--- config.mk ---
export PLATFORM = sky130hd
export DESIGN_NAME = rmst_ctrl
export DESIGN_NICKNAME = d
export VERILOG_FILES = /design/src/design/range_max_segment_tree_top_assert.svh /design/src/design/rmst_pkg.sv /design/src/design/rmst_ctrl.sv
export SDC_FILE = /design/constraint.sdc
export NUM_CORES = 1
export LEC_CHECK = 0
export ABC_AREA = 1
export BUFFER_PORTS_ARGS = -buffer_cell sky130_fd_sc_hd__buf_2
export CAP_MARGIN = 40
export CORE_AREA = 2 2 39 41
export DETAILED_ROUTE_END_ITERATION = 7
export DIE_AREA = 0 0 41 43
export GPL_TIMING_DRIVEN = 0
export SYNTH_ARGS = -nofsm -noshare
export SYNTH_HDL_FRONTEND = slang
export SYNTH_SLANG_ARGS = --single-unit
export TNS_END_PERCENT = 50
--- constraint.sdc ---
create_clock -name clk -period 2.3 [get_ports clk]
set_input_delay 0.115 -clock clk [delete_from_list [all_inputs] [get_ports clk]]
set_output_delay 0.115 -clock clk [all_outputs]
set_load 0.03 [all_outputs]
--- src/design/range_max_segment_tree_top_assert.svh ---
// ----------------------------------------------------------------------------
// Assertion macros for the range maximum segment tree
// Checks are compiled out when SYNTHESIS is defined.
// ----------------------------------------------------------------------------
`ifndef RANGE_MAX_SEGMENT_TREE_TOP_ASSERT_SVH
`define RANGE_MAX_SEGMENT_TREE_TOP_ASSERT_SVH
`ifndef SYNTHESIS
// same-cycle implication
`define RMST_ASSERT_IMP(lbl, ante, cons) \
	lbl: assert property (@(posedge clk) disable iff (!arst_n) (ante) |-> (cons)) \
		else $error("rmst assertion failed");
// next-cycle implication
`define RMST_ASSERT_NXT(lbl, ante, cons) \
	lbl: assert property (@(posedge clk) disable iff (!arst_n) (ante) |=> (cons)) \
		else $error("rmst assertion failed");
`else
`define RMST_ASSERT_IMP(lbl, ante, cons)
`define RMST_ASSERT_NXT(lbl, ante, cons)
`endif
`endif

--- src/design/rmst_pkg.sv ---
// ----------------------------------------------------------------------------
// rmst_pkg
// Shared codes and controller/datapath interface types.
// ----------------------------------------------------------------------------
package rmst_pkg;

	// request opcodes
	localparam logic CMD_LOAD  = 1'b0;
	localparam logic CMD_QUERY = 1'b1;

	// register index (paddr[2])
	localparam logic REG_SIZE_IN_USE = 1'b0;

	typedef struct packed {
		logic clear_start;
		logic clear_step;
		logic load_start;
		logic load_step;
		logic query_start;
		logic query_step;
		logic out_load;
	} ctl_cmd_t;

	typedef struct packed {
		logic clear_last;
		logic load_hit;
		logic load_last;
		logic query_more;
		logic out_free;
	} dp_stat_t;

endpackage

--- src/design/rmst_ctrl.sv ---
// ----------------------------------------------------------------------------
// rmst_ctrl
// Sequencer: clear pass, leaf-to-root load walk, bottom-up query walk.
// ----------------------------------------------------------------------------
module rmst_ctrl (
	input  logic                clk,
	input  logic                arst_n,
	input  logic                in_valid,
	input  logic                cmd,
	input  logic                cfg_wr,
	input  rmst_pkg::dp_stat_t  stat,
	output logic                in_ready,
	output rmst_pkg::ctl_cmd_t  ctl
);

	typedef enum logic [2:0] {
		ST_CLEAR,
		ST_IDLE,
		ST_LOAD,
		ST_QWALK,
		ST_QDRAIN,
		ST_QOUT
	} state_t;

	state_t state_q;
	state_t state_d;

	assign in_ready = (state_q == ST_IDLE) & ~cfg_wr;

	always_comb begin
		ctl     = '0;
		state_d = state_q;
		unique case (state_q)
			ST_CLEAR: begin
				ctl.clear_step = 1'b1;
				if (stat.clear_last) begin
					state_d = ST_IDLE;
				end
			end
			ST_IDLE: begin
				if (in_valid) begin
					if (cmd == rmst_pkg::CMD_QUERY) begin
						ctl.query_start = 1'b1;
						state_d         = ST_QWALK;
					end else if (stat.load_hit) begin
						ctl.load_start = 1'b1;
						state_d        = ST_LOAD;
					end
				end
			end
			ST_LOAD: begin
				ctl.load_step = 1'b1;
				if (stat.load_last) begin
					state_d = ST_IDLE;
				end
			end
			ST_QWALK: begin
				ctl.query_step = 1'b1;
				if (!stat.query_more) begin
					state_d = ST_QDRAIN;
				end
			end
			// merge pipeline still has to settle before the result is taken
			ST_QDRAIN: state_d = ST_QOUT;
			ST_QOUT: begin
				if (stat.out_free) begin
					ctl.out_load = 1'b1;
					state_d      = ST_IDLE;
				end
			end
			default: state_d = ST_CLEAR;
		endcase
		// size write wipes the tree
		if (cfg_wr) begin
			ctl             = '0;
			ctl.clear_start = 1'b1;
			state_d         = ST_CLEAR;
		end
	end

	always_ff @(posedge clk or negedge arst_n) begin
		if (!arst_n) begin
			state_q <= ST_CLEAR;
		end else begin
			state_q <= state_d;
		end
	end

endmodule

; After elaboration in Yosys (flattened, before gate mapping)
; Cells that the tools add are included.
[classes]
magnitude_cmp = 0
n_addsub = 0
shifts = 0
mul = 0
n_reduce_logical = 2
muxes = 22
div_mod_pow = 0
n_bitwise = 2
eq_ne = 11
[op_table]
columns = operator, count
row1 = $mux W3, 8
row2 = $pmux W3 S6, 1
row3 = $ne A3 B3 Y1 const B, 5
row4 = $mux W1, 12
row5 = $mux W7, 1
row6 = $eq A3 B2 Y1 const B, 2
row7 = $eq A3 B3 Y1 const B, 2
row8 = $reduce_and A6 Y1, 1
row9 = $ne A4 B4 Y1 const B, 1
row10 = $eq A3 B1 Y1 const B, 1
row11 = $logic_not A3 Y1, 1
row12 = $and A1 B1 Y1, 1
row13 = $not A1 Y1, 1
[word_totals]
n_memories = 0
register_bits = 3
output_inout_bits = 8
mem_bits_rw = 0
in_bits = 10
word_cells = 38
rom_bits = 0
latchBits = 0

; Longest topological paths before layout
; Gate-level depths: netlist of the first run.
[depth]
word_depth = 5
ltp_mapped = 8

; Least setup slack after synthesis of the first run
; OpenSTA, ideal clock, no wires.
[synth_path]
kind = reg-to-output
startpoint = reg state_q[1]
endpoint = out ctl[3] in the netlist's numbering
t_required_ns = 2.185
arrival_ns = 1.439
stages_incl_launch_ff = 3
slack_ns = 0.746
cell_sequence = dfrtp_1 -> inv_1 -> nor4_1
[synth_rtl]
columns = item, line_no
row1 = "start, declared", rmst_ctrl.sv:25  ; state_t state_q;
row2 = "start signal, assigned", rmst_ctrl.sv:85  ; state_q <= state_d;
row3 = "end, declared", rmst_ctrl.sv:13  ; output rmst_pkg::ctl_cmd_t ctl

==> results of run 1 <==
-- power groups by stage --
stage / Combinational (mW) / Clock, mW / Sequential, mW
5_1_grt: 0.277 / 0.104 / 0.119
4_1_cts: 0.248 / 0.0959 / 0.115
3_5_place_dp: 0.246 / 0 / 0.115
6_report: 0.245 / 0.0913 / 0.117
3_3_place_gp: 0.242 / 0 / 0.115
2_1_floorplan: 0.190 / 0 / 0.104
-- kinds of logic after synthesis --
logic type,synth area share [%]
AO/OA/AOI/OAI,1.64
buffers and inverters,14.8
flip-flops,24.7
AND/OR/NAND/NOR,58.8
-- metrics by stage --
stage	total power, mW	cells	worst slack [ps]	hold WS, ps
after floorplan	0.295	53	746	-181
after global placement	0.356	86	1100	-88.1
after detailed placement	0.361	86	1080	-84.3
after CTS	0.459	91	846	203
after global routing	0.500	91	754	215
final	0.453	91	836	209
-- cells in the final DEF, fill, tap and decap left out, drive strengths merged, types with 2 or more instances in the layout --
master,synthesis,layout
nand3,5,5
nor4,2,2
clkbuf,0,4
dfrtp,3,3
buf,1,18
nor2,12,12
nand2,17,17
inv,10,10
-- worst paths after layout --
kind                            cells past startpoint         end  slack [ps]
worst max-delay path                                4      ctl[4]         840
min in group clk                                    4  state_q[2]         210
worst min register to register                      2  state_q[1]         620
worst max register to register                      8  state_q[0]        1080
worst min-delay path                                2  state_q[2]         210
max in group asynchronous                           2  state_q[0]        1980
-- layer usage --
metal	vias up	global-route usage [%]	part of all wire, %
li1	208	-	-
met1	173	11.7	47
met2	7	12.8	49
met3	0	4.71	4.4
met4	0	4.00	0
met5	-	0	0
-- final cells by class --
| type | instances | area share (%) |
|---|---|---|
| buffer | 1 | 1.69 |
| clock buffer | 4 | 5.90 |
| inverter | 10 | 8.43 |
| multi-input combinational | 39 | 41.3 |
| sequential | 3 | 16.9 |
| tap | 16 | 4.49 |
| timing repair buffer | 18 | 21.3 |
==> impl_metrics.yaml, run 1 <==
placement:
  dp.final_hpwl_um: 611
  gp_congestion: 0.683
  place_area_um2: 409
  numPortBuffers: 17
timing:
  timing.fmax_mhz: 683
  tightest_slew_ps: 231
  slew_headroom_pct: 84.5
  rsz0062_at_grt: "no"
  period_minus_slack_ps: 1460
  finalCritPeriodShare_pct: 63.7
  clock-skew-final_ps: 2.52
  tns_ps: 0
  maxSlewViolCount: 0
  hold_violations: 0
  finalSetupViolCount: 0
yosys:
  async_flop_share_pct: 100
  yosys_warnings: 0
  syn_area_um2: 304
  netlist_top_cells_count: "15 x nand2_1, 10 x inv_1, 6 x nor2_1, 6 x nor2_2, 5 x nand3_1"
  synth_fp_nets: 63
  avgSynthCellArea_um2: 5.74
  syn_inst: 53
  ys.flop_type: "dfrtp_1"
  synth_enable_flop_cells: 0
  yosysUniqueCellTypes: 12
  yosysTopAreaCell: "dfrtp_1"
  synth_most_common_cell: "nand2_1"
  ys_top_cells_by_area: "dfrtp_1 25%, nand2_1 19%, inv_1 12%, nor2_2 12%, nand3_1 8.2%"
  yosys.area.top_type_share_pct: 24.7
  ys_seq_elements: 3
  synth-seq-area-share_pct: 24.7
clock_tree:
  path_clk_slew_ps: 40
  root_buffer: "clkbuf_4"
  post_cts_buffers: 0
  cts_tree: "done"
  numClockSinks: 3
  ctsResizeCount: 0
  clock_latency_ps: 230
  cts_max_path_buffers: 2
  ctsHtreeMaxLevel: 1
  cts_buffers: 3
  ctsHoldBuffers: 1
worst_setup_path:
  critical-path-top-delay-family: "flip-flops"
  critPathCaptureType: "output pin"
  crit-reg2reg-launch: "state_q[0]"
  critical-path-max-stage-delay_ps: 450
  crit_path_start_kind: "flip-flop"
  worstSetupStartpoint: "state_q[1]"
  cp_max_fo: 6
  critPathSlowestCell: "dfrtp_1"
  critPathArrivalTime_ps: 1350
  cp_num_buf_inv: 1
  worstPathRequired_ps: 2180
  path_class: "flip-flop to output pin"
  path_cells: "nor2_2 > nand2_2 > nor3_1 > buf_2"
final_layout:
  multi_input_area_um2: 184
  final_area_um2: 445
  regMostFlops: "state_q"
  fin_util_pct: 32.2
  n_fill_cell: 160
  syn_to_final_growth_pct: 46.5
  largest_reg_flops: 3
  seqCellArea_um2: 75.1
  final_nets: 86
  top_regs: "state_q x3"
  drive_gt1_share_pct: 38.7
  antenna_cells: 0
route:
  num_vias: 388
  drcViolationCount: 0
  drtAntennaViolNets: 0
  drt-initial-drc-count: 6
  first_pass_iters: 2
  finalWirelength_um: 750
  drt-vias-per-instance: 4.26
  post_drt_wl_per_cell_um: 8.24
status:
  status: "finished, final reports clean"
power_and_ir_drop:
  pwr-share-clk_pct: 20.2
  p_leak_nw: 0.302
  pwr-share-seq_pct: 25.8
  power_density_mw_per_mm2: 1020
  p_int_mw: 0.221
  p_switching_mw: 0.232
  swShare_pct: 51.2
  ir_drop_v: 0.000290
  p_comb_share_pct: 54.1
floorplanning:
  die_x_um: 41
  dieArea_mm2: 0.00176
  core_area_mm2: 0.00138
  start_util_pct: 22.0
  rows: 14
  num_io_pins: 18
  fp.dieH_um: 43
global_routing:
  grt_pass1_vias: 300
  grt_pass1_wl_um: 1100
  grt_max_degree: 8
  grt_usage_pct: 9.26
  antenna_found_initial: 0
  grt-ovfl-total: 0
min_path:
  hp-class: "primary input to async pin"
run:
  maxCapViolCount: 0
Power figures use the tool's default switching activity.
==> inputs of run 2 (changes only) <==
--- a/config.mk
+++ b/config.mk
@@ -5,7 +5,7 @@
 export SDC_FILE = /design/constraint.sdc
 export NUM_CORES = 1
 export LEC_CHECK = 0
-export ABC_AREA = 1
+export ABC_AREA = 0
 export BUFFER_PORTS_ARGS = -buffer_cell sky130_fd_sc_hd__buf_2
 export CAP_MARGIN = 40
 export CORE_AREA = 2 2 39 41
==> constraint.sdc (replaced) <==
create_clock -name clk -period 1.47 [get_ports clk]
set_input_delay 0.0735 -clock clk [delete_from_list [all_inputs] [get_ports clk]]
set_output_delay 0.0735 -clock clk [all_outputs]
set_load 0.03 [all_outputs]
==> run 2 against run 1 <==
The flow now finishes with violations (negative setup slack). Area after synthesis is 7.8% higher. Design area up 11%. Register-to-register slack worse by 1100 ps. Non-clock buffer count up 4. Highest routed layer is now met4.
==> impl_metrics.yaml, run 2 <==
status:
  status: "finished, violations left"
  violations: "negative setup slack"
timing:
  slew_headroom_pct: 78.1
  finalCritPeriodShare_pct: 102
  tns_ps: -47.5
  rsz0062_at_grt: "yes"
  timing.fmax_mhz: 666
  holdWs_ps: 155
  tightest_slew_ps: 327
  clock-skew-final_ps: 5.26
  maxSlewViolCount: 0
  timing.final.ws_setup_ps: -32.1
  finalSetupViolCount: 2
  hold_violations: 0
  period_minus_slack_ps: 1500
yosys:
  yosys.area_share.adder_pct: 0
  ys_seq_elements: 3
  avgSynthCellArea_um2: 8.63
  syn_inst: 38
  yosys.area.top_type_share_pct: 22.9
  yosysUniqueCellTypes: 24
  ys_top_cells_by_area: "dfrtp_1 23%, nor4b_4 7.3%, buf_4 6.9%, mux2_1 6.9%, nor2_1 6.9%"
  ys.flop_type: "dfrtp_1"
  muxShareOfSynthArea_pct: 6.87
  synth-seq-area-share_pct: 22.9
  yosys_warnings: 0
  synth_fp_nets: 48
  syn_area_um2: 328
  synth_compound_area_share_pct: 18.7
  yosysTopAreaCell: "dfrtp_1"
  netlist_top_cells_count: "6 x nor2_1, 3 x buf_4, 3 x dfrtp_1, 3 x inv_1"
  synth_most_common_cell: "nor2_1"
  synth_top_family_by_area: "simple AND/OR/NAND/NOR gates"
  synth-xor-area-share_pct: 0
  async_flop_share_pct: 100
  synth_simple_gate_area_share_pct: 36.3
  synth_enable_flop_cells: 0
clock_tree:
  clock_latency_ps: 240
  cts_buffers: 3
  cts_max_path_buffers: 2
  numClockSinks: 3
  root_buffer: "clkbuf_4"
  cts_tree: "done"
  path_clk_slew_ps: 40
  ctsHtreeMaxLevel: 1
final_layout:
  fin_util_pct: 35.8
  drive_gt1_share_pct: 51.7
  top_regs: "state_q x3"
  multi_input_area_um2: 209
  antenna_cells: 0
  finalNonFillerCells: 76
  syn_to_final_growth_pct: 51.1
  layout_commonest_cell: "buf_2"
  seqCellArea_um2: 75.1
  largest_reg_flops: 3
  regMostFlops: "state_q"
  final_nets: 71
  n_fill_cell: 152
  most-common-layout-cells: "12 x buf_2, 6 x buf_4, 6 x nor2_1"
global_routing:
  grt_usage_pct: 9.37
  antenna_found_initial: 0
  grt_busiest_layer: "met2"
  grt_use_met2_pct: 12.8
  grt-ovfl-total: 0
  grt_max_degree: 11
  grt_pass1_wl_um: 1100
  grt_pass1_vias: 270
  met3_usage_pct: 1.57
  gr-usage-met1_pct: 12.0
route:
  drt-vias-per-instance: 4.47
  num_vias: 340
  post_drt_wl_per_cell_um: 9.32
  drcViolationCount: 0
  drt-initial-drc-count: 4
  first_pass_iters: 2
  drtAntennaViolNets: 0
  finalWirelength_um: 708
worst_setup_path:
  critPathSlowestCell: "dfrtp_1"
  critical-path-max-stage-delay_ps: 400
  crit_path_start_kind: "flip-flop"
  path_class: "flip-flop to output pin"
  path_cells: "nor4b_4 > and4b_1 > buf_6"
  critPathCaptureType: "output pin"
  cp_num_buf_inv: 1
  critPathArrivalTime_ps: 1430
  cp_max_fo: 5
  worstPathRequired_ps: 1400
  critical-path-top-delay-family: "simple AND/OR/NAND/NOR gates"
power_and_ir_drop:
  p_leak_nw: 0.257
  ir_drop_v: 0.000360
  power_mw: 0.538
  power_density_mw_per_mm2: 1090
floorplanning:
  die_x_um: 41
  start_util_pct: 23.7
  fp.dieH_um: 43
  dieArea_mm2: 0.00176
  num_io_pins: 18
  core_area_mm2: 0.00138
  rows: 14
placement:
  dp.final_hpwl_um: 553
  placed_cells: 70
  gp_congestion: 0.691
  numPortBuffers: 16
run:
  maxCapViolCount: 0
min_path:
  hp-class: "primary input to async pin"
run 2: cell count changes after synthesis, sizes merged, moves of 2 or more:
| cell | previous run | this run |
|---|---|---|
| mux2 | 0 | 2 |
| nand2 | 17 | 1 |
| inv | 10 | 3 |
| nand3 | 5 | 1 |
| nor2 | 12 | 6 |
| and3 | 0 | 2 |
| buf | 1 | 4 |
run 2: repair_timing:
action,4_1_cts,5_1_grt
buffers inserted,1,1
hold buffers,1,0
pin swaps,2,3
hold endpoints to repair,3,0
setup endpoints to repair,4,7
gates resized for setup,5,3
run 2: metrics by stage:
step                      setup WS [ps]  area [um2]
after floorplan                    -241         328
after global placement            -48.8         428
after CTS                         -94.5         489
final                             -32.1         495
after detailed placement          -49.6         428
after global routing              -88.7         495
run 2: logic make-up (layout without fill, tap and decap cells):
family / count (synthesis) / after routing
multiplexers: 2 / 2
AND/OR/NAND/NOR: 18 / 18
flip-flops: 3 / 3
buffers and inverters: 8 / 30
AO/OA/AOI/OAI: 7 / 7
run 2: final timing paths:
kind	endpoint	slack [ps]	startpoint	depth (start not counted)
max reg2reg	state_q[2]	20	state_q[2]	4
max	ctl[4]	-30	state_q[2]	3
min in group clk	state_q[1]	210	in_valid	3
min	state_q[0]	150	arst_n	2
min reg2reg	state_q[1]	670	state_q[1]	3
max in group asynchronous	state_q[1]	1210	arst_n	2
run 2: layout make-up:
type / count / share of cell area, %
inverters: 3 / 2.27
clock buffers: 4 / 5.30
repair buffers: 19 / 25.5
plain buffers: 4 / 5.56
flip-flops and latches: 3 / 15.2
multi-input cells: 27 / 42.2
well taps: 16 / 4.04
run 2: layer usage:
layer / up-vias / wire length [um] / share of wire, %
li1: 178 / - / -
met1: 149 / 302 / 43
met2: 11 / 338 / 48
met3: 2 / 42 / 5.9
met4: 0 / 24 / 3.4
met5: - / 0 / 0
run 2: report_power, final:
| part | switching, mW | total (mW) | internal [mW] |
|---|---|---|---|
| registers | 0.0158 | 0.114 | 0.0986 |
| logic | 0.146 | 0.274 | 0.128 |
| clock network | 0.0474 | 0.149 | 0.102 |
